$ cat src/design/dwpi_pkg.sv
// Shared widths, register indexes and operand sizes of the dual-wheel PI velocity controller.
package dwpi_pkg;

    localparam int TARGET_W  = 12;
    localparam int SCALE_W   = 16;
    localparam int GAIN_W    = 16;
    localparam int LIMIT_W   = 9;
    localparam int EFFORT_W  = 10;
    localparam int SPEED_W   = 16;
    localparam int ERR_W     = 18;
    localparam int CFG_IDX_W = 3;
    localparam int CFG_DAT_W = 16;

    // The multiplier's second operand is an unsigned gain or scale with a zero sign bit.
    localparam int MUL_B_W   = GAIN_W + 1;

    // The integral enters the multiplier clamped to plus or minus 2^32.
    // Past that bound the proportional term cannot change the sign or the clamped effort.
    localparam int ICAP_W    = 34;

    localparam logic [CFG_IDX_W-1:0] CFG_TARGET_LEFT  = 3'd0;
    localparam logic [CFG_IDX_W-1:0] CFG_TARGET_RIGHT = 3'd1;
    localparam logic [CFG_IDX_W-1:0] CFG_SPEED_SCALE  = 3'd2;
    localparam logic [CFG_IDX_W-1:0] CFG_PROP_GAIN    = 3'd3;
    localparam logic [CFG_IDX_W-1:0] CFG_INTEG_GAIN   = 3'd4;
    localparam logic [CFG_IDX_W-1:0] CFG_EFFORT_LIMIT = 3'd5;

endpackage

$ cat src/design/dwpi_mul.sv
// Shared signed multiplier with a registered product.
module dwpi_mul #(
    parameter int A_W = 34
) (
    input  logic                               clk,
    input  logic                               en,
    input  logic signed [A_W-1:0]              a,
    input  logic signed [dwpi_pkg::MUL_B_W-1:0] b,
    output logic signed [A_W+dwpi_pkg::MUL_B_W-1:0] prod
);
    import dwpi_pkg::*;

    logic signed [A_W+MUL_B_W-1:0] prod_reg;

    always_ff @(posedge clk)
    begin
        if (en)
        begin
            prod_reg <= a * b;
        end
    end

    assign prod = prod_reg;

endmodule

$ cat src/design/dual_wheel_pi_velocity_control.sv
// Top level of the dual-wheel PI velocity controller with encoder speed measurement.
// A new input word is taken only when the sequencer is idle; the single shared multiplier
// runs three products per wheel and the sequencer handles the left wheel, then the right wheel.
// A stalled output word holds the sequencer in its final step until it is taken.
// Reset clears the last counts and integrals to zero and loads the register defaults.
module dual_wheel_pi_velocity_control #(
    parameter int COUNT_WIDTH = 16,
    parameter int SUM_WIDTH   = 32
) (
    input  logic                                   clk,
    input  logic                                   rst_n,
    input  logic                                   in_valid,
    output logic                                   in_stall,
    input  logic signed [COUNT_WIDTH-1:0]          enc_count_left,
    input  logic signed [COUNT_WIDTH-1:0]          enc_count_right,
    input  logic                                   restart,
    output logic                                   out_valid,
    input  logic                                   out_stall,
    output logic signed [dwpi_pkg::EFFORT_W-1:0]   effort_left,
    output logic signed [dwpi_pkg::EFFORT_W-1:0]   effort_right,
    output logic signed [dwpi_pkg::SPEED_W-1:0]    speed_left,
    output logic signed [dwpi_pkg::SPEED_W-1:0]    speed_right,
    input  logic                                   cfg_write,
    input  logic [dwpi_pkg::CFG_IDX_W-1:0]         cfg_index,
    input  logic [dwpi_pkg::CFG_DAT_W-1:0]         cfg_data
);
    import dwpi_pkg::*;

    localparam int AW  = (COUNT_WIDTH > ICAP_W) ? COUNT_WIDTH : ICAP_W;
    localparam int PW  = AW + MUL_B_W;
    localparam int TW  = PW + 1;
    localparam int SCW = (SUM_WIDTH > ICAP_W) ? SUM_WIDTH : ICAP_W;
    localparam int SW1 = ((SUM_WIDTH > ERR_W) ? SUM_WIDTH : ERR_W) + 1;

    localparam logic [2:0] ST_IDLE    = 3'd0;
    localparam logic [2:0] ST_MUL_SPD = 3'd1;
    localparam logic [2:0] ST_SPEED   = 3'd2;
    localparam logic [2:0] ST_MUL_P   = 3'd3;
    localparam logic [2:0] ST_MUL_I   = 3'd4;
    localparam logic [2:0] ST_ADD     = 3'd5;
    localparam logic [2:0] ST_EFFORT  = 3'd6;
    localparam logic [2:0] ST_DONE    = 3'd7;

    localparam logic signed [SCW-1:0] ICAP_HI = SCW'({2'b01, {(ICAP_W-2){1'b0}}});
    localparam logic signed [SCW-1:0] ICAP_LO = -ICAP_HI;
    localparam logic signed [PW-9:0]  SPD_MAX = (PW-8)'(32767);
    localparam logic signed [PW-9:0]  SPD_MIN = (PW-8)'(-32768);
    localparam logic signed [SW1-1:0] SUM_MAX = SW1'({1'b0, {(SUM_WIDTH-1){1'b1}}});
    localparam logic signed [SW1-1:0] SUM_MIN = ~SUM_MAX;

    logic [2:0]                   state_reg;
    logic [2:0]                   state_next;
    logic                         wheel_reg;
    logic                         out_valid_reg;

    logic signed [TARGET_W-1:0]   tgt_l_reg;
    logic signed [TARGET_W-1:0]   tgt_r_reg;
    logic [SCALE_W-1:0]           scale_reg;
    logic [GAIN_W-1:0]            prop_reg;
    logic [GAIN_W-1:0]            integ_reg;
    logic [LIMIT_W-1:0]           lim_reg;

    logic [COUNT_WIDTH-1:0]       last_reg [2];
    logic signed [SUM_WIDTH-1:0]  sum_reg [2];

    logic [COUNT_WIDTH-1:0]       cnt_l_reg;
    logic [COUNT_WIDTH-1:0]       cnt_r_reg;
    logic signed [ERR_W-1:0]      err_reg;
    logic signed [PW-1:0]         acc_reg;
    logic signed [TW-1:0]         tot_reg;
    logic signed [SPEED_W-1:0]    spd_l_reg;
    logic signed [SPEED_W-1:0]    spd_r_reg;
    logic signed [EFFORT_W-1:0]   eff_l_reg;
    logic signed [EFFORT_W-1:0]   eff_r_reg;
    logic signed [EFFORT_W-1:0]   out_eff_l_reg;
    logic signed [EFFORT_W-1:0]   out_eff_r_reg;
    logic signed [SPEED_W-1:0]    out_spd_l_reg;
    logic signed [SPEED_W-1:0]    out_spd_r_reg;

    logic                         in_acc;
    logic                         out_load;
    logic [COUNT_WIDTH-1:0]       cnt_sel;
    logic signed [COUNT_WIDTH-1:0] delta;
    logic signed [SUM_WIDTH-1:0]  sum_sel;
    logic signed [TARGET_W-1:0]   tgt_sel;
    logic signed [SCW-1:0]        sum_ext;
    logic signed [SCW-1:0]        sum_cap;
    logic                         mul_en;
    logic signed [AW-1:0]         mul_a;
    logic signed [MUL_B_W-1:0]    mul_b;
    logic signed [PW-1:0]         prod;
    logic signed [PW-1:0]         prod_bias;
    logic signed [PW-9:0]         spd_q;
    logic signed [SPEED_W-1:0]    spd_sat;
    logic signed [ERR_W-1:0]      err;
    logic signed [TW-1:0]         tot_bias;
    logic signed [TW-9:0]         tot_q;
    logic signed [TW-9:0]         lim_ext;
    logic signed [TW-9:0]         eff_c;
    logic signed [SW1-1:0]        sum_add;
    logic signed [SUM_WIDTH-1:0]  sum_sat;

    assign in_stall = (state_reg != ST_IDLE);
    assign in_acc   = in_valid && !in_stall;
    assign out_load = (state_reg == ST_DONE) && (!out_valid_reg || !out_stall);

    assign cnt_sel = wheel_reg ? cnt_r_reg : cnt_l_reg;
    assign delta   = $signed(cnt_sel - last_reg[wheel_reg]);
    assign sum_sel = sum_reg[wheel_reg];
    assign tgt_sel = wheel_reg ? tgt_r_reg : tgt_l_reg;

    always_comb
    begin
        sum_ext = SCW'(sum_sel);
        if (sum_ext > ICAP_HI)
        begin
            sum_cap = ICAP_HI;
        end
        else if (sum_ext < ICAP_LO)
        begin
            sum_cap = ICAP_LO;
        end
        else
        begin
            sum_cap = sum_ext;
        end
    end

    always_comb
    begin
        mul_en = 1'b0;
        mul_a  = AW'(delta);
        mul_b  = $signed({1'b0, scale_reg});
        case (state_reg)
            ST_MUL_SPD:
            begin
                mul_en = 1'b1;
            end
            ST_MUL_P:
            begin
                mul_en = 1'b1;
                mul_a  = AW'(err_reg);
                mul_b  = $signed({1'b0, prop_reg});
            end
            ST_MUL_I:
            begin
                mul_en = 1'b1;
                mul_a  = AW'(sum_cap);
                mul_b  = $signed({1'b0, integ_reg});
            end
            default:
            begin
                mul_en = 1'b0;
            end
        endcase
    end

    dwpi_mul #(
        .A_W (AW)
    ) u_mul (
        .clk  (clk),
        .en   (mul_en),
        .a    (mul_a),
        .b    (mul_b),
        .prod (prod)
    );

    // Division by 256 truncates toward zero, so negative values get a bias first.
    always_comb
    begin
        prod_bias = prod + (prod[PW-1] ? PW'(8'hff) : '0);
        spd_q     = $signed(prod_bias[PW-1:8]);
        if (spd_q > SPD_MAX)
        begin
            spd_sat = SPEED_W'(SPD_MAX);
        end
        else if (spd_q < SPD_MIN)
        begin
            spd_sat = SPEED_W'(SPD_MIN);
        end
        else
        begin
            spd_sat = SPEED_W'(spd_q);
        end
        err = ERR_W'(tgt_sel) - ERR_W'(spd_sat);
    end

    always_comb
    begin
        tot_bias = tot_reg + (tot_reg[TW-1] ? TW'(8'hff) : '0);
        tot_q    = $signed(tot_bias[TW-1:8]);
        lim_ext  = (TW-8)'($signed({1'b0, lim_reg}));
        if (tot_q > lim_ext)
        begin
            eff_c = lim_ext;
        end
        else if (tot_q < -lim_ext)
        begin
            eff_c = -lim_ext;
        end
        else
        begin
            eff_c = tot_q;
        end
    end

    always_comb
    begin
        sum_add = SW1'(sum_sel) + SW1'(err_reg);
        if (sum_add > SUM_MAX)
        begin
            sum_sat = SUM_WIDTH'(SUM_MAX);
        end
        else if (sum_add < SUM_MIN)
        begin
            sum_sat = SUM_WIDTH'(SUM_MIN);
        end
        else
        begin
            sum_sat = SUM_WIDTH'(sum_add);
        end
    end

    always_comb
    begin
        state_next = state_reg;
        case (state_reg)
            ST_IDLE:
            begin
                if (in_acc)
                begin
                    state_next = ST_MUL_SPD;
                end
            end
            ST_MUL_SPD: state_next = ST_SPEED;
            ST_SPEED:   state_next = ST_MUL_P;
            ST_MUL_P:   state_next = ST_MUL_I;
            ST_MUL_I:   state_next = ST_ADD;
            ST_ADD:     state_next = ST_EFFORT;
            ST_EFFORT:
            begin
                state_next = wheel_reg ? ST_DONE : ST_MUL_SPD;
            end
            ST_DONE:
            begin
                if (out_load)
                begin
                    state_next = ST_IDLE;
                end
            end
            default:    state_next = ST_IDLE;
        endcase
    end

    always_ff @(posedge clk or negedge rst_n)
    begin
        if (!rst_n)
        begin
            state_reg     <= ST_IDLE;
            wheel_reg     <= 1'b0;
            out_valid_reg <= 1'b0;
            tgt_l_reg     <= '0;
            tgt_r_reg     <= '0;
            scale_reg     <= SCALE_W'(256);
            prop_reg      <= GAIN_W'(256);
            integ_reg     <= '0;
            lim_reg       <= LIMIT_W'(300);
            for (int i = 0; i < 2; i++)
            begin
                last_reg[i] <= '0;
                sum_reg[i]  <= '0;
            end
        end
        else
        begin
            state_reg <= state_next;

            if (in_acc)
            begin
                wheel_reg <= 1'b0;
            end
            else if (state_reg == ST_EFFORT)
            begin
                wheel_reg <= 1'b1;
            end

            if (out_load)
            begin
                out_valid_reg <= 1'b1;
            end
            else if (!out_stall)
            begin
                out_valid_reg <= 1'b0;
            end

            if (cfg_write)
            begin
                case (cfg_index)
                    CFG_TARGET_LEFT:  tgt_l_reg <= $signed(cfg_data[TARGET_W-1:0]);
                    CFG_TARGET_RIGHT: tgt_r_reg <= $signed(cfg_data[TARGET_W-1:0]);
                    CFG_SPEED_SCALE:  scale_reg <= cfg_data[SCALE_W-1:0];
                    CFG_PROP_GAIN:    prop_reg  <= cfg_data[GAIN_W-1:0];
                    CFG_INTEG_GAIN:   integ_reg <= cfg_data[GAIN_W-1:0];
                    CFG_EFFORT_LIMIT: lim_reg   <= cfg_data[LIMIT_W-1:0];
                    default:
                    begin
                    end
                endcase
            end

            if (in_acc && restart)
            begin
                sum_reg[0] <= '0;
                sum_reg[1] <= '0;
            end
            else if (state_reg == ST_EFFORT)
            begin
                sum_reg[wheel_reg] <= sum_sat;
            end

            if (state_reg == ST_MUL_SPD)
            begin
                last_reg[wheel_reg] <= cnt_sel;
            end
        end
    end

    always_ff @(posedge clk)
    begin
        if (in_acc)
        begin
            cnt_l_reg <= enc_count_left;
            cnt_r_reg <= enc_count_right;
        end
        if (state_reg == ST_SPEED)
        begin
            err_reg <= err;
            if (wheel_reg)
            begin
                spd_r_reg <= spd_sat;
            end
            else
            begin
                spd_l_reg <= spd_sat;
            end
        end
        if (state_reg == ST_MUL_I)
        begin
            acc_reg <= prod;
        end
        if (state_reg == ST_ADD)
        begin
            tot_reg <= TW'(acc_reg) + TW'(prod);
        end
        if (state_reg == ST_EFFORT)
        begin
            if (wheel_reg)
            begin
                eff_r_reg <= eff_c[EFFORT_W-1:0];
            end
            else
            begin
                eff_l_reg <= eff_c[EFFORT_W-1:0];
            end
        end
        if (out_load)
        begin
            out_eff_l_reg <= eff_l_reg;
            out_eff_r_reg <= eff_r_reg;
            out_spd_l_reg <= spd_l_reg;
            out_spd_r_reg <= spd_r_reg;
        end
    end

    assign out_valid    = out_valid_reg;
    assign effort_left  = out_eff_l_reg;
    assign effort_right = out_eff_r_reg;
    assign speed_left   = out_spd_l_reg;
    assign speed_right  = out_spd_r_reg;

    // An accepted word always starts with the left wheel.
    a_start_left: assert property (@(posedge clk) disable iff (!rst_n)
        in_acc |=> (state_reg == ST_MUL_SPD) && !wheel_reg)
        else $error("accepted word did not start on the left wheel");

    // A restart clears both integrals before any wheel is processed.
    a_restart_clear: assert property (@(posedge clk) disable iff (!rst_n)
        (in_acc && restart) |=> (sum_reg[0] == '0) && (sum_reg[1] == '0))
        else $error("restart did not clear the integrals");

    // A delivered effort never exceeds the configured limit in magnitude.
    a_effort_bound: assert property (@(posedge clk) disable iff (!rst_n)
        out_valid_reg |-> ($signed(out_eff_l_reg) <= $signed({1'b0, lim_reg}))
            && ($signed(out_eff_l_reg) >= -$signed({1'b0, lim_reg}))
            && ($signed(out_eff_r_reg) <= $signed({1'b0, lim_reg}))
            && ($signed(out_eff_r_reg) >= -$signed({1'b0, lim_reg})))
        else $error("effort word outside the effort limit");

endmodule

$ cat config.mk
export PLATFORM = sky130hd
export DESIGN_NAME = dual_wheel_pi_velocity_control
export DESIGN_NICKNAME = d
export VERILOG_FILES = /design/src/design/dwpi_pkg.sv /design/src/design/dwpi_mul.sv /design/src/design/dual_wheel_pi_velocity_control.sv
export SDC_FILE = /design/constraint.sdc
export NUM_CORES = 2
export LEC_CHECK = 0
export BUFFER_PORTS_ARGS = -buffer_cell sky130_fd_sc_hd__buf_2
export CAP_MARGIN = 20
export CORE_AREA = 2 2 301 303
export CTS_CLUSTER_DIAMETER = 50
export CTS_CLUSTER_SIZE = 24
export DETAILED_ROUTE_END_ITERATION = 7
export DIE_AREA = 0 0 303 305
export PLACE_DENSITY = 0.78
export SKIP_LAST_GASP = 1
export SYNTH_ARGS = -nofsm -noshare
export SYNTH_HDL_FRONTEND = slang
export SYNTH_SLANG_ARGS = --single-unit
export TNS_END_PERCENT = 10
$ cat constraint.sdc
create_clock -name clk -period 20.2 [get_ports clk]
set_input_delay 4.04 -clock clk [delete_from_list [all_inputs] [get_ports clk]]
set_output_delay 4.04 -clock clk [all_outputs]
set_load 0.05 [all_outputs]
---- Word level (Yosys, flattened, before mapping) ----
Cells that the tools add are included.
storage, ports and cells
  logic and storage cells ................. 124
  register bits ........................... 489
cells by class
  reductions and logical operators ........ 25
  add/subtract/negate cells ............... 7
  equal/unequal tests ..................... 15
  bitwise logic cells ..................... 2
  $lt $le $gt $ge ......................... 10
  muxes and demuxes ....................... 37
  multipliers ............................. 1
operators by type and width
  kind                                                             count
  2-to-1 mux 32 bit                                                6
  2-to-1 mux 64 bit                                                2
  2-to-1 mux 16 bit                                                7
  2-to-1 mux 34 bit                                                2
  one-hot mux 34 bit (2 select lines)                              1
  bitwise mux 64 bit                                               1
  adder 51 x 51 -> 52 bit                                          1
  adder 52 x 8 -> 52 bit                                           1
  adder 51 x 8 -> 51 bit                                           1
  multiplier 34 x 17 -> 51 bit                                     1
  greater-than comparator 44 x 10 -> 1 bit                         1
  less-than comparator 44 bit                                      1
  negator 9 -> 44 bit                                              1
  greater-than comparator 43 x 16 -> 1 bit, second input constant  1
  less-than comparator 43 x 16 -> 1 bit, second input constant     1
  greater-than comparator 32 x 34 -> 1 bit, second input constant  1
  adder 32 x 17 -> 33 bit                                          1
  greater-than comparator 33 x 32 -> 1 bit, second input constant  1
  less-than comparator 32 x 33 -> 1 bit, second input constant     1
  less-than comparator 33 x 32 -> 1 bit, second input constant     1
  bitwise mux 32 bit                                               1
  demux 32 bit (select 1 bit)                                      1
  one-hot mux 16 bit (2 select lines)                              1
  one-hot mux 3 bit (8 select lines)                               1
  other kinds (25)                                                 60

---- Longest topological paths before layout ----
  word-level depth ........................ 11
  gate-level depth with buffers ........... 44

---- Modules after synthesis ----
A second synthesis with hierarchy kept.
unflattened totals
  cell total of the unflattened synthesis .. 4584
  area total of the unflattened synthesis .. 46882.5 sq um
modules (own cells, without submodules)
  module                          sequential area each (sq um)  cells an instance  area each (sq um)  times used
  dual_wheel_pi_velocity_control  12249.2                       2310               25471.9            1
  dwpi_mul                        1531.5                        2274               21410.5            1

---- Least setup slack after synthesis ----
No wires, ideal clock.
  path kind ............................... register to register
  start point ............................. register wheel_reg
  end point ............................... register u_mul.prod_reg[39], in the netlist u_mul.prod[39] (data pin)
  path slack .............................. 9.092 ns
  library setup time ...................... 0.259 ns
  period minus slack after synthesis ...... 11.108 ns
  arrival time ............................ 10.849 ns
  cell stages (with the launch flop) ...... 40
  cells stage by stage .................... dfrtp_1 -> clkbuf_1 -> buf_1 -> buf_1 -> clkbuf_1 -> buf_1 -> mux2i_1 -> ha_1 -> inv_1 -> fa_1 -> a21o_1 -> a21oi_1 -> o21bai_1 -> a21o_1 -> a21oi_1 -> o21ai_0 -> a21oi_1 -> xnor2_1 -> [... 4 more ...] -> fa_1 -> fa_1 -> inv_1 -> fa_1 -> fa_1 -> fa_1 -> ha_1 -> a21o_1 -> a21o_1 -> a21o_1 -> a21oi_1 -> a21boi_0 -> o31ai_1 -> o21ai_0 -> a311o_1 -> a21o_1 -> a21o_1 -> xor2_1
on the way
  cells in the longest elaborated chain, start to end .. 9
  elaborated cells between the ends (all ways) .. 15
  those cells by class .................... add/sub: 1; mul: 1; order compare: 2; mux: 10; bitwise: 1
RTL lines
  element                                                line                                                                          text
  start: declaration                                     dual_wheel_pi_velocity_control.sv:53                                          logic wheel_reg;
  start signal: assignment                               dual_wheel_pi_velocity_control.sv:260                                         wheel_reg <= 1'b0;
  start signal: assignment                               dual_wheel_pi_velocity_control.sv:280                                         wheel_reg <= 1'b0;
  start signal: assignment                               dual_wheel_pi_velocity_control.sv:284                                         wheel_reg <= 1'b1;
  NOT 1 -> 2 bit (implied by the code)                   dual_wheel_pi_velocity_control.sv:108, dual_wheel_pi_velocity_control.sv:109
  2-to-1 mux 32 bit (implied by the code) (3 in series)  dual_wheel_pi_velocity_control.sv:109                                         assign sum_sel = sum_reg[wheel_reg];
  less-than comparator 32 x 33 -> 1 bit                  dual_wheel_pi_velocity_control.sv:119                                         else if (sum_ext < ICAP_LO)
  2-to-1 mux 34 bit                                      dual_wheel_pi_velocity_control.sv:119
  2-to-1 mux 34 bit                                      dual_wheel_pi_velocity_control.sv:115                                         if (sum_ext > ICAP_HI)
  one-hot mux 34 bit (2 select lines) *                  dual_wheel_pi_velocity_control.sv:134                                         case (state_reg)
  multiplier 34 x 17 -> 51 bit *                         dwpi_mul.sv:19                                                                prod_reg <= a * b;
  end signal: assignment                                 dwpi_mul.sv:19
  end: declaration                                       dwpi_mul.sv:13                                                                logic signed [A_W+MUL_B_W-1:0] prod_reg;
Every way passes the cells marked *; elsewhere a longest branch is shown, timed or not. The select of a mux whose other input is x is not followed.
A chain may end at the register's enable or synchronous reset.

---- Final worst setup path ----
  start point ............................. register wheel_reg
  end point ............................... register u_mul.prod_reg[44], in the netlist u_mul.prod[44] (data pin)
on the way
  elaborated cells between the ends (all ways) .. 15
  those cells by class .................... add/sub: 1; mul: 1; order compare: 2; mux: 10; bitwise: 1
RTL lines
  element                              line                                   text
  2-to-1 mux 16 bit                    dual_wheel_pi_velocity_control.sv:107  assign cnt_sel = wheel_reg ? cnt_r_reg : cnt_l_reg;
  named net cnt_sel[5]                 dual_wheel_pi_velocity_control.sv:82   logic [COUNT_WIDTH-1:0] cnt_sel;
  subtractor 16 bit                    dual_wheel_pi_velocity_control.sv:108  assign delta = $signed(cnt_sel - last_reg[wheel_reg]);
  one-hot mux 34 bit (2 select lines)  dual_wheel_pi_velocity_control.sv:134
  multiplier 34 x 17 -> 51 bit         dwpi_mul.sv:19
The timed path passes the listed nets, and every way through them passes these cells. The select of a mux whose other input is x is not followed.

==> flow_summary.ini <==
[logic_synthesis]
yosys.area_share.simple_pct = 11.6
syn-num-nets = 5351
async_flop_share_pct = 37.2
synth_cell_types = 85
ys_seq_area_share_pct = 30.5
netlist_area_mm2 = 0.0453
synth_top_flop_cell = edfxtp_1
yosysWarnings = 0
yosys.area_share.xor_xnor_pct = 4.34
syn_inst = 4492
synth_area_per_cell_um2 = 10.1
synthMuxAreaShare_pct = 4.74
ys_ff_latch = 489
synth-compound-area-share_pct = 11.6
synth_edf_count = 307
synthAdderAreaFrac_pct = 30.5
synth_top_family_by_area = adder cells

[timing]
setup_viol = 0
period_share_pct = 55.9
tightest_slew_ns = 1.25
rsz0062_at_grt = no
max_clock_freq_mhz = 88.6
hold_violations = 0
slew_headroom_pct = 16.5
finalSetupTns_ns = 0
finClkSkew_ns = 0.0864
drv_slew = 0
hold_ws_ns = 0.341
period_needed_ns = 11.28

[min_path]
worstHoldStart = spd_r_reg[15]$_DFFE_PP_
hold_class = flop to flop

[status]
status = finished with violations
violations = design-rule violations

[floorplanning]
boundaryPins = 111
core-area_mm2 = 0.0893
fp.dieArea_mm2 = 0.0924
start_util_pct = 50.7
fp-row-count = 110
die_w_um = 303
die_y_um = 305

[cells_and_area]
drive_gt1_share_pct = 11.1
layout.nets = 5423
postLayoutCoreUtil_pct = 55.4
largest_reg_flops = 64
area_delta_synth_final_pct = 9.28

[grt]
grt_util_all_layers_pct = 25.9
grt_antenna_before_repair = 2
grt_pass1_vias = 34521
overflow = 0
grt_max_degree = 74
grt_pass1_wl_um = 189000

[clocking]
htreeDepth = 2
cts.reportedPaths.clkPinSlew_ns = 0.09
cts_setup_buffers = 0
cts_buffer_depth = 3
clockRootBuffer = clkbuf_16
cts-hold-fix-buffers = 0
cts_buffers = 55
cts_tree = built
cts_num_sinks = 489
cts_resized = 0
clock_latency_ns = 0.68

[detailed_routing]
vias = 34011
ant_nets = 0
wl_um = 118000
drt_iter0_drc = 3344
drc = 26
firstDrtPassIters = 8
via_per_inst = 5.87
avgRoutedWirePerCell_um = 20.4

[worst_setup_path]
cp_common_cell = fa_1
path_max_fanout = 46
required_ns = 20.57
worstSetupPathType = flop to flop
r2r-start = wheel_reg$_DFFE_PN0P_
cp-end-kind = flop
cp_data_arrival_time_ns = 11.66
crit_start = wheel_reg$_DFFE_PN0P_
crit_path_start_kind = flop
crit_slowest_cell = a22oi_1
max_stage_delay_ns = 0.98

[flow_run]
cap_violations = 0

[place]
hpwlAfterDp_um = 91000
globalplace.congestion = 0.947
portBuffers = 110
-- metal layers --
layer  track usage (%)  vias up  share of wire, %  routed length (um)
met5                 0        -                 0                   0
met4              10.9        0               4.9                5750
met3              4.93      361               8.9               10500
met2              41.5     1584                46               54600
met1              34.5    16805                40               47200
li1                  -    15261                 -                   -
-- area by class of cell --
type	count	area [um^2]
multi-input combinational	3194	28600
tap	1176	1470
inverter	648	2430
fill	7356	39900
clock inverter	46	692
timing repair buffer	176	1090
sequential	489	13800
clock buffer	58	1390
antenna	3	7.51
-- worst max-delay path: cells and delay by family (launching register included) --
family	cells	cell delay, ns
flops	1	0.82
fa+ha+maj	8	3.85
xor+xnor	2	0.25
mux	1	0.39
compound gates	12	3.92
simple gates	4	0.55
buf+inv	6	1.17
-- cell usage after synthesis, drive strengths merged, types with 5 or more instances --
library cell  number  area share (%)
xor2              71             1.4
xnor2            153             3.0
nor2b             32            0.44
and2              14            0.19
a211oi            18            0.30
ha               302             8.4
nor4              16            0.24
a21oi            223             2.5
mux2i             27            0.60
o21ai            167             1.8
mux2             166             4.1
o2111ai            5           0.097
or4                7            0.13
clkbuf           146             1.2
dfrtp            176             9.7
a221o             34            0.75
nand3             65            0.73
a221oi            23            0.45
o211ai            11            0.18
nand4             42            0.58
nor3              45            0.53
o21a              42            0.70
a21boi            14            0.23
a22oi             21            0.35
inv              648             5.4
a31oi             18            0.26
buf               15            0.16
o21bai            22            0.36
nand2b            41            0.57
fa               500              22
nor2             378             3.2
a21o             108             1.8
a22o              20            0.39
dfstp              6            0.35
a31o               8            0.15
and3              52            0.72
o31ai             13            0.22
o22ai              6           0.083
or2               14            0.19
a211o              7            0.14
nand2            436             3.6
or3               12            0.18
a41o               5            0.11
edfxtp           307              20
a2111oi            7            0.14
-- kinds of logic after synthesis --
group                    after synthesis
XOR/XNOR                             224
buffers and inverters                809
multiplexers                         193
AND/OR/NAND/NOR                     1173
AO/OA/AOI/OAI                        801
adder cells (fa/ha/maj)              803
flip-flops                           489
-- path summary, 6_finish.rpt --
check	endpoint	slack, ns	cells past startpoint
setup reg to reg	u_mul.prod[44]$_DFFE_PP_	8.92	33
min in group asynchronous	sum_reg[56]$_DFFE_PN0P_	3.30	1
max in group asynchronous	integ_reg[0]$_DFFE_PN0P_	14.76	3
hold reg to reg	speed_right[15]$_DFFE_PP_	0.34	0
hold / removal	speed_right[15]$_DFFE_PP_	0.34	0
setup / recovery	u_mul.prod[44]$_DFFE_PP_	8.92	33
-- stage by stage --
stage                     instance area (um^2)  cells  setup slack [ns]
final                                    49500   5790              8.92
after global routing                     49400   5788              8.49
after CTS                                49400   5784              8.70
after detailed placement                 47300   5680              8.78
after global placement                   47300   5679              9.11
after floorplan                          45300   4492              9.09
-- cells in the final DEF, fill, tap and decap left out, types with 17 or more instances in the layout --
| cell | Yosys | layout |
|---|---|---|
| xor2_1 | 71 | 71 |
| and3_1 | 52 | 51 |
| nor2_1 | 377 | 374 |
| nand2_1 | 436 | 435 |
| inv_1 | 648 | 647 |
| o21ai_0 | 161 | 160 |
| a22oi_1 | 21 | 21 |
| nor2b_1 | 32 | 32 |
| a21oi_1 | 223 | 213 |
| xnor2_1 | 153 | 153 |
| mux2_2 | 165 | 165 |
| a221o_1 | 34 | 34 |
| a21o_1 | 108 | 108 |
| dfrtp_1 | 176 | 175 |
| o21bai_1 | 22 | 22 |
| ha_1 | 302 | 302 |
| edfxtp_1 | 307 | 307 |
| a221oi_1 | 23 | 19 |
| buf_2 | 2 | 109 |
| a31oi_1 | 17 | 17 |
| a211oi_1 | 18 | 18 |
| clkbuf_16 | 0 | 56 |
| o21a_1 | 42 | 42 |
| mux2i_1 | 27 | 27 |
| nand3_1 | 64 | 64 |
| fa_1 | 500 | 500 |
| nand2b_1 | 41 | 41 |
| buf_4 | 2 | 64 |
| nand4_1 | 42 | 42 |
| a22o_1 | 20 | 20 |
| nor3_1 | 42 | 39 |
Power is left out: the tool's default activity adds up to more than one toggle a clock period on the data nets, which glitch-free logic cannot reach.
